==> config.mk <==
export PLATFORM = sky130hd
export DESIGN_NAME = ipcf_div
export DESIGN_NICKNAME = d
export VERILOG_FILES = /design/src/rtl/ipcf_div.sv
export SDC_FILE = /design/constraint.sdc
export NUM_CORES = 1
export LEC_CHECK = 0
export BUFFER_PORTS_ARGS = -buffer_cell sky130_fd_sc_hd__buf_2
export CORE_ASPECT_RATIO = 1.5
export CORE_UTILIZATION = 57
export DETAILED_ROUTE_END_ITERATION = 7
export PLACE_DENSITY = 0.8
export RECOVER_POWER = 100
export REMOVE_ABC_BUFFERS = 1
export SYNTH_ARGS = -nofsm -noshare
export SYNTH_HDL_FRONTEND = slang
export SYNTH_SLANG_ARGS = --single-unit
==> constraint.sdc <==
create_clock -name clock -period 3.6 [get_ports clock]
set_input_delay 0.72 -clock clock [delete_from_list [all_inputs] [get_ports clock]]
set_output_delay 0.72 -clock clock [all_outputs]
set_load 0.03 [all_outputs]
==> src/rtl/ipcf_div.sv <==
`default_nettype none
// Signed 32 / unsigned 16 restoring divider, one quotient bit per cycle.
module ipcf_div (
   input  wire logic        clock,
   input  wire logic        reset,
   input  wire logic        start,
   input  wire logic [31:0] dividend,
   input  wire logic [15:0] divisor,
   output logic             done,
   output logic [15:0]      quotient
);
   logic        busy_ff, busy_in;
   logic        done_ff, done_in;
   logic [4:0]  cnt_ff, cnt_in;
   logic [15:0] rem_ff, rem_in;
   logic [31:0] quo_ff, quo_in;
   logic        neg_ff, neg_in;
   logic [16:0] rem_sh;
   logic [17:0] diff;
   logic [31:0] q_signed;

   always_comb begin
      busy_in = busy_ff;
      done_in = 1'b0;
      cnt_in  = cnt_ff;
      rem_in  = rem_ff;
      quo_in  = quo_ff;
      neg_in  = neg_ff;
      rem_sh  = {rem_ff, quo_ff[31]};
      diff    = {1'b0, rem_sh} - {2'b00, divisor};
      if (start) begin
         busy_in = 1'b1;
         cnt_in  = 5'd0;
         rem_in  = 16'd0;
         neg_in  = dividend[31];
         quo_in  = dividend[31] ? (~dividend + 32'd1) : dividend;
      end else if (busy_ff) begin
         if (!diff[17]) begin
            rem_in = diff[15:0];
            quo_in = {quo_ff[30:0], 1'b1};
         end else begin
            rem_in = rem_sh[15:0];
            quo_in = {quo_ff[30:0], 1'b0};
         end
         cnt_in = cnt_ff + 5'd1;
         if (cnt_ff == 5'd31) begin
            busy_in = 1'b0;
            done_in = 1'b1;
         end
      end
   end

   always_ff @(posedge clock) begin
      if (reset) begin
         busy_ff <= 1'b0;
         done_ff <= 1'b0;
      end else begin
         busy_ff <= busy_in;
         done_ff <= done_in;
      end
      cnt_ff <= cnt_in;
      rem_ff <= rem_in;
      quo_ff <= quo_in;
      neg_ff <= neg_in;
   end

   assign q_signed = neg_ff ? (~quo_ff + 32'd1) : quo_ff;
   assign quotient = q_signed[15:0];
   assign done     = done_ff;
endmodule
`default_nettype wire

==> impl_metrics.prom, run 1 <==
# TYPE chip_impl_metric gauge
chip_impl_metric{name="p_per_area",unit="nW/µm²"} 369.7
chip_impl_metric{name="cts_hold_repair.buffers",unit=""} 0
chip_impl_metric{name="timing.hold.worst_path_depth",unit=""} 2
chip_impl_metric{name="area_fraction_in_compound_gates_after_synthesis",unit="%"} 19.75
chip_impl_metric{name="syn-instance-count",unit=""} 480
chip_impl_info{name="synth_top_family_by_area",value="compound AO/OA/AOI/OAI gates"} 1
chip_impl_info{name="synth_ff_type",value="sky130_fd_sc_hd__edfxtp_1"} 1
chip_impl_metric{name="clk_pin_slew_worst_paths",unit="ns"} 0.10
chip_impl_metric{name="finalNetCount",unit=""} 611
chip_impl_metric{name="io_buffer_count",unit=""} 67
chip_impl_metric{name="post_cts_buffers",unit=""} 0
chip_impl_metric{name="ys_async_sr_fraction",unit="%"} 0
chip_impl_metric{name="yosys_warnings",unit=""} 0
chip_impl_metric{name="clock.fmax",unit="MHz"} 318.1
chip_impl_metric{name="post-synth-top-area-fraction",unit="%"} 23.88
chip_impl_metric{name="ant_nets",unit=""} 0
chip_impl_metric{name="routed_wirelength",unit="µm"} 9565
chip_impl_metric{name="fin_total_pwr",unit="µW"} 1705
chip_impl_metric{name="clk_latency",unit="ns"} 0.32
chip_impl_metric{name="start_util",unit="%"} 59.77
chip_impl_info{name="synth.area.top_cells",value="sky130_fd_sc_hd__edfxtp_1 (24%), sky130_fd_sc_hd__dfxtp_1 (11%), sky130_fd_sc_hd__xor2_1 (7.0%), sky130_fd_sc_hd__nor2_1 (6.1%), sky130_fd_sc_hd__ha_1 (6.0%)"} 1
chip_impl_metric{name="groute.usage.overall",unit="%"} 26.07
chip_impl_info{name="timing.critical_path.cells",value="buf_2, or4_4, nor4_1, nand3_1, or3_4, o41ai_1, xor2_1, a21oi_1"} 1
chip_impl_metric{name="post_synth_and_or_nand_nor_area_fraction",unit="%"} 18.09
chip_impl_metric{name="clock_tree.buffer_depth",unit=""} 2
chip_impl_metric{name="number_of_drc_markers_in_iteration_0",unit=""} 158
chip_impl_metric{name="place.detailed.hpwl",unit="µm"} 6987
chip_impl_metric{name="die_w",unit="µm"} 71.67
chip_impl_info{name="ctsRootBufferMaster",value="sky130_fd_sc_hd__clkbuf_8"} 1
chip_impl_metric{name="io_pins",unit=""} 68
chip_impl_metric{name="mappedNetlistArea",unit="µm²"} 4150
chip_impl_metric{name="final_core_utilization",unit="%"} 66.40
chip_impl_metric{name="first_pass_grt_wire_length",unit="µm"} 15920
chip_impl_metric{name="synth_xor_area_share",unit="%"} 11.40
chip_impl_metric{name="grt_antenna_before_repair",unit=""} 0
chip_impl_info{name="timing.rr.start",value="rem_ff[5]"} 1
chip_impl_metric{name="worst-slew-pin-transition",unit="ns"} 1.382
chip_impl_metric{name="ys_ff_latch",unit=""} 56
chip_impl_metric{name="synth.area.mux_share",unit="%"} 4.582
chip_impl_metric{name="syn_to_final_growth",unit="%"} 11.09
chip_impl_metric{name="drt_first_pass_iters",unit=""} 5
chip_impl_metric{name="synth_cell_types",unit=""} 52
chip_impl_metric{name="layout_min_cycle_time",unit="ns"} 3.143
chip_impl_info{name="critPathCaptureType",value="flip-flop"} 1
chip_impl_info{name="hold_end",value="rem_ff[8]"} 1
chip_impl_metric{name="worst-r2r-setup-slack",unit="ns"} 0.62
chip_impl_metric{name="clock_sink_count",unit=""} 56
chip_impl_metric{name="num_vias",unit=""} 3678
chip_impl_metric{name="clock_skew",unit="ns"} 0.01392
chip_impl_info{name="yosysTopAreaCell",value="sky130_fd_sc_hd__edfxtp_1"} 1
chip_impl_metric{name="cp.required",unit="ns"} 3.63
chip_impl_info{name="cp_launch_point",value="dividend[10]"} 1
chip_impl_info{name="rsz0062_at_grt",value="false"} 1
chip_impl_info{name="cpMaxStageDelayCell",value="sky130_fd_sc_hd__or4_4"} 1
chip_impl_info{name="synthMostInstantiatedCell",value="sky130_fd_sc_hd__nor2_1"} 1
chip_impl_metric{name="gp_routability_congestion",unit=""} 0.8860
chip_impl_metric{name="synthesis.area_per_instance",unit="µm²"} 8.646
chip_impl_metric{name="vias_per_cell",unit=""} 5.951
chip_impl_metric{name="timing.final.max_slew_violations",unit=""} 0
chip_impl_metric{name="die-area",unit="µm²"} 7633
chip_impl_metric{name="core_box_area",unit="µm²"} 6944
chip_impl_metric{name="maxSlewHeadroom",unit="%"} 7.892
chip_impl_metric{name="die_height",unit="µm"} 106.5
chip_impl_metric{name="drv.max_cap_violation_count",unit=""} 0
chip_impl_metric{name="fin_setup_tns",unit="ns"} 0
chip_impl_metric{name="finalSetupViolations",unit=""} 0
chip_impl_info{name="hold_class",value="reg2reg"} 1
chip_impl_metric{name="worst_vdd_ir",unit="mV"} 0.2863
chip_impl_metric{name="synth_enable_flop_cells",unit=""} 33
chip_impl_metric{name="tritoncts.num_buffers",unit=""} 5
chip_impl_info{name="synth_common_cells",value="sky130_fd_sc_hd__nor2_1 (67), sky130_fd_sc_hd__a21oi_1 (38), sky130_fd_sc_hd__nand2_1 (37)"} 1
chip_impl_metric{name="grt_pass1_vias",unit=""} 3633
chip_impl_metric{name="yosysSeqAreaShare",unit="%"} 34.97
chip_impl_metric{name="fillers",unit=""} 586
chip_impl_metric{name="p_leak",unit="µW"} 0.001885
chip_impl_info{name="worstSetupStartpointType",value="primary input"} 1
chip_impl_metric{name="period_share",unit="%"} 87.31
chip_impl_metric{name="final-hold-violation-count",unit=""} 0
chip_impl_info{name="hp-start",value="rem_ff[8]"} 1
chip_impl_info{name="crit-reg2reg-capture",value="rem_ff[4]"} 1
chip_impl_metric{name="antenna_cells",unit=""} 0
chip_impl_metric{name="synth_adder_area_share",unit="%"} 6.512
chip_impl_info{name="cts_tree",value="built"} 1
chip_impl_metric{name="globalRouteOverflowTotal",unit=""} 0
chip_impl_metric{name="floorplan.rows",unit=""} 37
chip_impl_metric{name="worst-path-max-fanout",unit=""} 4
chip_impl_info{name="path_delay_family",value="simple AND/OR/NAND/NOR gates"} 1
chip_impl_metric{name="cp.buffers_inverters",unit=""} 1
chip_impl_metric{name="delay_of_the_slowest_critical_path_stage",unit="ns"} 0.54
chip_impl_info{name="run_status",value="complete, no violations"} 1
chip_impl_metric{name="avgRoutedWirePerCell",unit="µm"} 15.48
chip_impl_metric{name="reg2regPathDepth",unit=""} 9
chip_impl_metric{name="cts_resized",unit=""} 0
chip_impl_metric{name="cts_htree_levels",unit=""} 2
chip_impl_metric{name="drcViolationCount",unit=""} 0
chip_impl_info{name="worst-setup-path-type",value="in2reg"} 1
chip_impl_metric{name="cp.arrival",unit="ns"} 3.17
chip_impl_metric{name="maximum_number_of_pins_on_one_net_before_global_route_repair",unit=""} 50
chip_impl_metric{name="proportion_of_layout_cells_with_a_drive_suffix_above_1",unit="%"} 11.30
cells by family after synthesis:
kind of cell             count (synthesis)
AND/OR/NAND/NOR                        156
AO/OA/AOI/OAI                          124
flip-flops                              56
XOR/XNOR                                54
buffers and inverters                   50
adder cells (fa/ha/maj)                 21
multiplexers                            19
metal layers:
metal | GRT usage, % | vias to the layer above | share of wire, %
met5 | 0 | - | 0
li1 | - | 1837 | -
met4 | 11.34 | 0 | 2.3
met1 | 29.30 | 1721 | 40
met2 | 47.91 | 100 | 55
met3 | 3.602 | 20 | 3.1
worst min-delay path, stage by stage, from the launching register on:
cell                      delay [ns]
sky130_fd_sc_hd__dfxtp_1        0.34
sky130_fd_sc_hd__nand2_1        0.05
sky130_fd_sc_hd__o21ai_0        0.06
flip-flops by register name, summed over array words and instances (netlist names):
name / flops
cnt_ff: 5
busy_ff: 1
neg_ff: 1
rem_ff: 16
done: 1
quo_ff: 32
cells in the final DEF (no fill, tap or decap), types with 3 or more instances in the layout:
cell	Yosys	final
sky130_fd_sc_hd__nor3_1	7	7
sky130_fd_sc_hd__o21ai_0	25	25
sky130_fd_sc_hd__a21oi_1	38	38
sky130_fd_sc_hd__nor4_1	2	4
sky130_fd_sc_hd__nand3_1	7	7
sky130_fd_sc_hd__mux2i_1	19	19
sky130_fd_sc_hd__xnor2_1	21	21
sky130_fd_sc_hd__ha_1	20	20
sky130_fd_sc_hd__or4_1	7	7
sky130_fd_sc_hd__dfxtp_1	23	23
sky130_fd_sc_hd__clkbuf_1	14	22
sky130_fd_sc_hd__nor3b_1	3	3
sky130_fd_sc_hd__edfxtp_1	33	33
sky130_fd_sc_hd__o31a_1	6	6
sky130_fd_sc_hd__or3_1	4	4
sky130_fd_sc_hd__nand2b_1	3	3
sky130_fd_sc_hd__nand2_1	37	37
sky130_fd_sc_hd__nand3b_1	3	3
sky130_fd_sc_hd__a21o_1	7	7
sky130_fd_sc_hd__o41ai_1	4	5
sky130_fd_sc_hd__nor2_1	67	67
sky130_fd_sc_hd__o31ai_1	12	12
sky130_fd_sc_hd__buf_2	3	47
sky130_fd_sc_hd__nor2b_1	5	5
sky130_fd_sc_hd__xor2_1	33	33
sky130_fd_sc_hd__a211oi_1	11	11
sky130_fd_sc_hd__inv_1	30	30
sky130_fd_sc_hd__clkbuf_8	0	5
sky130_fd_sc_hd__and3_1	3	3
power breakdown:
group          total (µW)  leakage (µW)  internal, µW  switching [µW]
logic                 475       0.00131           176             299
registers             789      0.000512           745            43.8
clock network         441     0.0000618           223             218
worst max path at each step:
stage | to | slack, ns | cells past startpoint
floorplan | rem_ff[11] | 0.66 | 9
global placement | rem_ff[4] | 0.34 | 11
detailed placement | rem_ff[4] | 0.34 | 11
CTS | rem_ff[4] | 0.65 | 11
global route | quo_ff[30] | 0.32 | 8
finish | quo_ff[30] | 0.46 | 8
area by class of cell:
type	count	area, µm²	area share (%)
clock buffer	8	122.6	2.659
inverter	30	112.6	2.442
multi-input combinational	374	2475	53.68
sequential	56	1451	31.48
tap	78	97.59	2.117
timing repair buffer	72	351.6	7.626
stage by stage:
| step | worst slack (ns) | instances | cell area (µm²) | hold WS, ns |
|---|---|---|---|---|
| CTS | 0.6488 | 618 | 4673 | 0.4944 |
| global placement | 0.3379 | 610 | 4551 | 0.4691 |
| global route | 0.3219 | 618 | 4611 | 0.5204 |
| finish | 0.4567 | 618 | 4611 | 0.4904 |
| floorplan | 0.6592 | 460 | 4068 | 0.4493 |
| detailed placement | 0.3431 | 610 | 4551 | 0.4806 |
(Power assumes the default switching activity.)
==> run 2: changes to the inputs <==
==> constraint.sdc (replaced) <==
create_clock -name clock -period 3.09 [get_ports clock]
set_input_delay 0.618 -clock clock [delete_from_list [all_inputs] [get_ports clock]]
set_output_delay 0.618 -clock clock [all_outputs]
set_load 0.03 [all_outputs]
==> run 2 against run 1 <==
Net effect:
- final cell count increased by 1.3%
- register-to-register slack got worse by 0.35 ns
- highest routed layer unchanged
- via count increased by 0.84%
- critical path type unchanged
- first-iteration DRC count increased by 5.7%
- clock skew decreased by 0.0012 ns
- sequential power increased by 17%
- global-route usage decreased by 0.44 points
- combinational power increased by 19%
==> impl_metrics.prom, run 2 (synthesis results as in run 1) <==
# TYPE chip_impl_metric gauge
chip_impl_metric{name="num_vias",unit=""} 3709
chip_impl_info{name="worst-setup-path-type",value="in2reg"} 1
chip_impl_metric{name="switchingPower",unit="µW"} 643.5
chip_impl_info{name="hold_class",value="in2reg"} 1
chip_impl_metric{name="tritoncts.num_buffers",unit=""} 5
chip_impl_info{name="most-common-layout-cells",value="sky130_fd_sc_hd__nor2_1 (67), sky130_fd_sc_hd__buf_2 (46), sky130_fd_sc_hd__a21oi_1 (38)"} 1
chip_impl_info{name="rsz0062_at_grt",value="false"} 1
chip_impl_metric{name="clock.fmax",unit="MHz"} 351.2
chip_impl_metric{name="finalNonFillerCells",unit=""} 626
chip_impl_metric{name="cp.arrival",unit="ns"} 2.86
chip_impl_metric{name="die_height",unit="µm"} 106.5
chip_impl_metric{name="gp_routability_congestion",unit=""} 0.8491
chip_impl_metric{name="syn_to_final_growth",unit="%"} 11.79
chip_impl_info{name="reg_top3",value="quo_ff x32, rem_ff x16, cnt_ff x5"} 1
chip_impl_metric{name="clock_tree.buffer_depth",unit=""} 2
chip_impl_metric{name="timing.final.max_slew_violations",unit=""} 0
chip_impl_metric{name="pwr-share-seq",unit="%"} 48.3
chip_impl_metric{name="core_box_area",unit="µm²"} 6944
chip_impl_metric{name="die-area",unit="µm²"} 7633
chip_impl_metric{name="cts_htree_levels",unit=""} 2
chip_impl_metric{name="finalSetupViolations",unit=""} 0
chip_impl_metric{name="drcViolationCount",unit=""} 0
chip_impl_metric{name="drt_first_pass_iters",unit=""} 4
chip_impl_metric{name="ant_nets",unit=""} 0
chip_impl_metric{name="antenna_cells",unit=""} 0
chip_impl_metric{name="flip_flop_count_of_the_largest_register_after_layout",unit=""} 32
chip_impl_metric{name="avgRoutedWirePerCell",unit="µm"} 15.01
chip_impl_metric{name="whs",unit="ns"} 0.4470
chip_impl_metric{name="vias_per_cell",unit=""} 5.925
chip_impl_metric{name="worst-slew-pin-transition",unit="ns"} 1.472
chip_impl_info{name="ctsRootBufferMaster",value="sky130_fd_sc_hd__clkbuf_8"} 1
chip_impl_metric{name="clock_sink_count",unit=""} 56
chip_impl_metric{name="drv.max_cap_violation_count",unit=""} 0
chip_impl_metric{name="power.clock.fraction",unit="%"} 22.1
chip_impl_metric{name="power_frac_comb",unit="%"} 29.6
chip_impl_metric{name="start_util",unit="%"} 59.77
chip_impl_info{name="run_status",value="complete, no violations"} 1
chip_impl_metric{name="p_per_area",unit="nW/µm²"} 410.4
chip_impl_info{name="worstSetupStartpointType",value="primary input"} 1
chip_impl_metric{name="clk_latency",unit="ns"} 0.32
chip_impl_metric{name="final-hold-violation-count",unit=""} 0
chip_impl_metric{name="clk_pin_slew_worst_paths",unit="ns"} 0.11
chip_impl_info{name="layout_commonest_cell",value="sky130_fd_sc_hd__nor2_1"} 1
chip_impl_metric{name="grt_antenna_before_repair",unit=""} 0
chip_impl_metric{name="groute.usage.overall",unit="%"} 25.64
chip_impl_metric{name="fin_setup_tns",unit="ns"} 0
chip_impl_metric{name="maxSlewHeadroom",unit="%"} 1.870
chip_impl_metric{name="floorplan.rows",unit=""} 37
chip_impl_metric{name="routed_wirelength",unit="µm"} 9399
chip_impl_info{name="critPathCaptureType",value="flip-flop"} 1
chip_impl_metric{name="finalNetCount",unit=""} 619
chip_impl_metric{name="maximum_number_of_pins_on_one_net_before_global_route_repair",unit=""} 36
chip_impl_metric{name="clock_skew",unit="ns"} 0.01271
chip_impl_metric{name="io_buffer_count",unit=""} 67
chip_impl_metric{name="worst_vdd_ir",unit="mV"} 0.3336
chip_impl_metric{name="period_share",unit="%"} 92.15
chip_impl_metric{name="cp.required",unit="ns"} 3.10
chip_impl_metric{name="dpl.cell_count",unit=""} 618
chip_impl_metric{name="die_w",unit="µm"} 71.67
chip_impl_metric{name="grt_pass1_vias",unit=""} 3656
chip_impl_metric{name="layout_min_cycle_time",unit="ns"} 2.847
chip_impl_metric{name="first_pass_grt_wire_length",unit="µm"} 15500
chip_impl_metric{name="p_leak",unit="µW"} 0.001908
chip_impl_metric{name="place.detailed.hpwl",unit="µm"} 7184
chip_impl_metric{name="io_pins",unit=""} 68
chip_impl_info{name="cts_tree",value="built"} 1
chip_impl_metric{name="p_int",unit="µW"} 1260
chip_impl_metric{name="power.switching_fraction",unit="%"} 33.80
chip_impl_metric{name="number_of_drc_markers_in_iteration_0",unit=""} 167
chip_impl_metric{name="post_cts_buffers",unit=""} 0
chip_impl_metric{name="globalRouteOverflowTotal",unit=""} 0
chip_impl_metric{name="worst-path-max-fanout",unit=""} 4
chip_impl_info{name="registers.top_by_ff_count",value="quo_ff"} 1
chip_impl_metric{name="proportion_of_layout_cells_with_a_drive_suffix_above_1",unit="%"} 12.59
-- run 2: changes by cell type in the layout (fill, tap and decap cells not counted), sizes merged --
cell / before / now
buf: 49 / 54
clkbuf: 31 / 32
clkinvlp: 0 / 1
inv: 30 / 31
-- run 2: layout make-up --
class,instances,area (µm²)
multi-input cells,374,2491
repair buffers,80,392.9
well taps,78,97.59
clock buffers,6,82.58
inverters,30,112.6
fillers,593,2305
flip-flops and latches,56,1451
clock inverters,2,11.26
-- run 2: worst paths after layout --
path / from / to / slack (ns) / cells after the start
min: reset / busy_ff / 0.45 / 2
min reg2reg: rem_ff[14] / rem_ff[14] / 0.49 / 2
max: dividend[10] / quo_ff[30] / 0.24 / 8
max reg2reg: quo_ff[31] / rem_ff[14] / 0.27 / 11
-- run 2: metrics by stage --
stage	util [%]	instance area (µm²)	setup slack, ns	power (µW)
after global routing	66.81	4639	0.04417	2008
after global placement	66.40	4611	0.08696	1489
after floorplan	-	4068	0.2512	1308
final	66.81	4639	0.2426	1904
after CTS	67.75	4705	0.2552	1925
after detailed placement	66.40	4611	0.01872	1507
-- run 2: critical path, cell delays in order --
cell                       delay, ns
sky130_fd_sc_hd__clkbuf_1       0.12
sky130_fd_sc_hd__or4_4          0.57
sky130_fd_sc_hd__nor4_4         0.34
sky130_fd_sc_hd__nand3_1        0.15
sky130_fd_sc_hd__or3_1          0.44
sky130_fd_sc_hd__o41ai_2        0.34
sky130_fd_sc_hd__xor2_1         0.19
sky130_fd_sc_hd__a21oi_1        0.08
-- run 2: per-layer routing --
layer	GRT usage, %	part of all wire, %	vias up
met5	0	0	-
met4	11.90	3.2	0
met3	3.128	3.6	26
met2	48.79	53	110
met1	27.25	40	1708
li1	-	-	1865
-- run 2: power groups by stage --
| stage | sequential (µW) | clock [µW] | combinational, µW |
|---|---|---|---|
| 5_1_grt | 929 | 457 | 621 |
| 3_3_place_gp | 932 | 0 | 557 |
| 2_1_floorplan | 929 | 0 | 380 |
| 6_report | 920 | 421 | 563 |
| 3_5_place_dp | 935 | 0 | 571 |
| 4_1_cts | 918 | 433 | 574 |
-- run 2: repair_timing --
action | 4_1_cts | 5_1_grt
gates resized for setup | 0 | 1
endpoints found under the setup margin | 0 | 1
hold buffers | 0 | 0
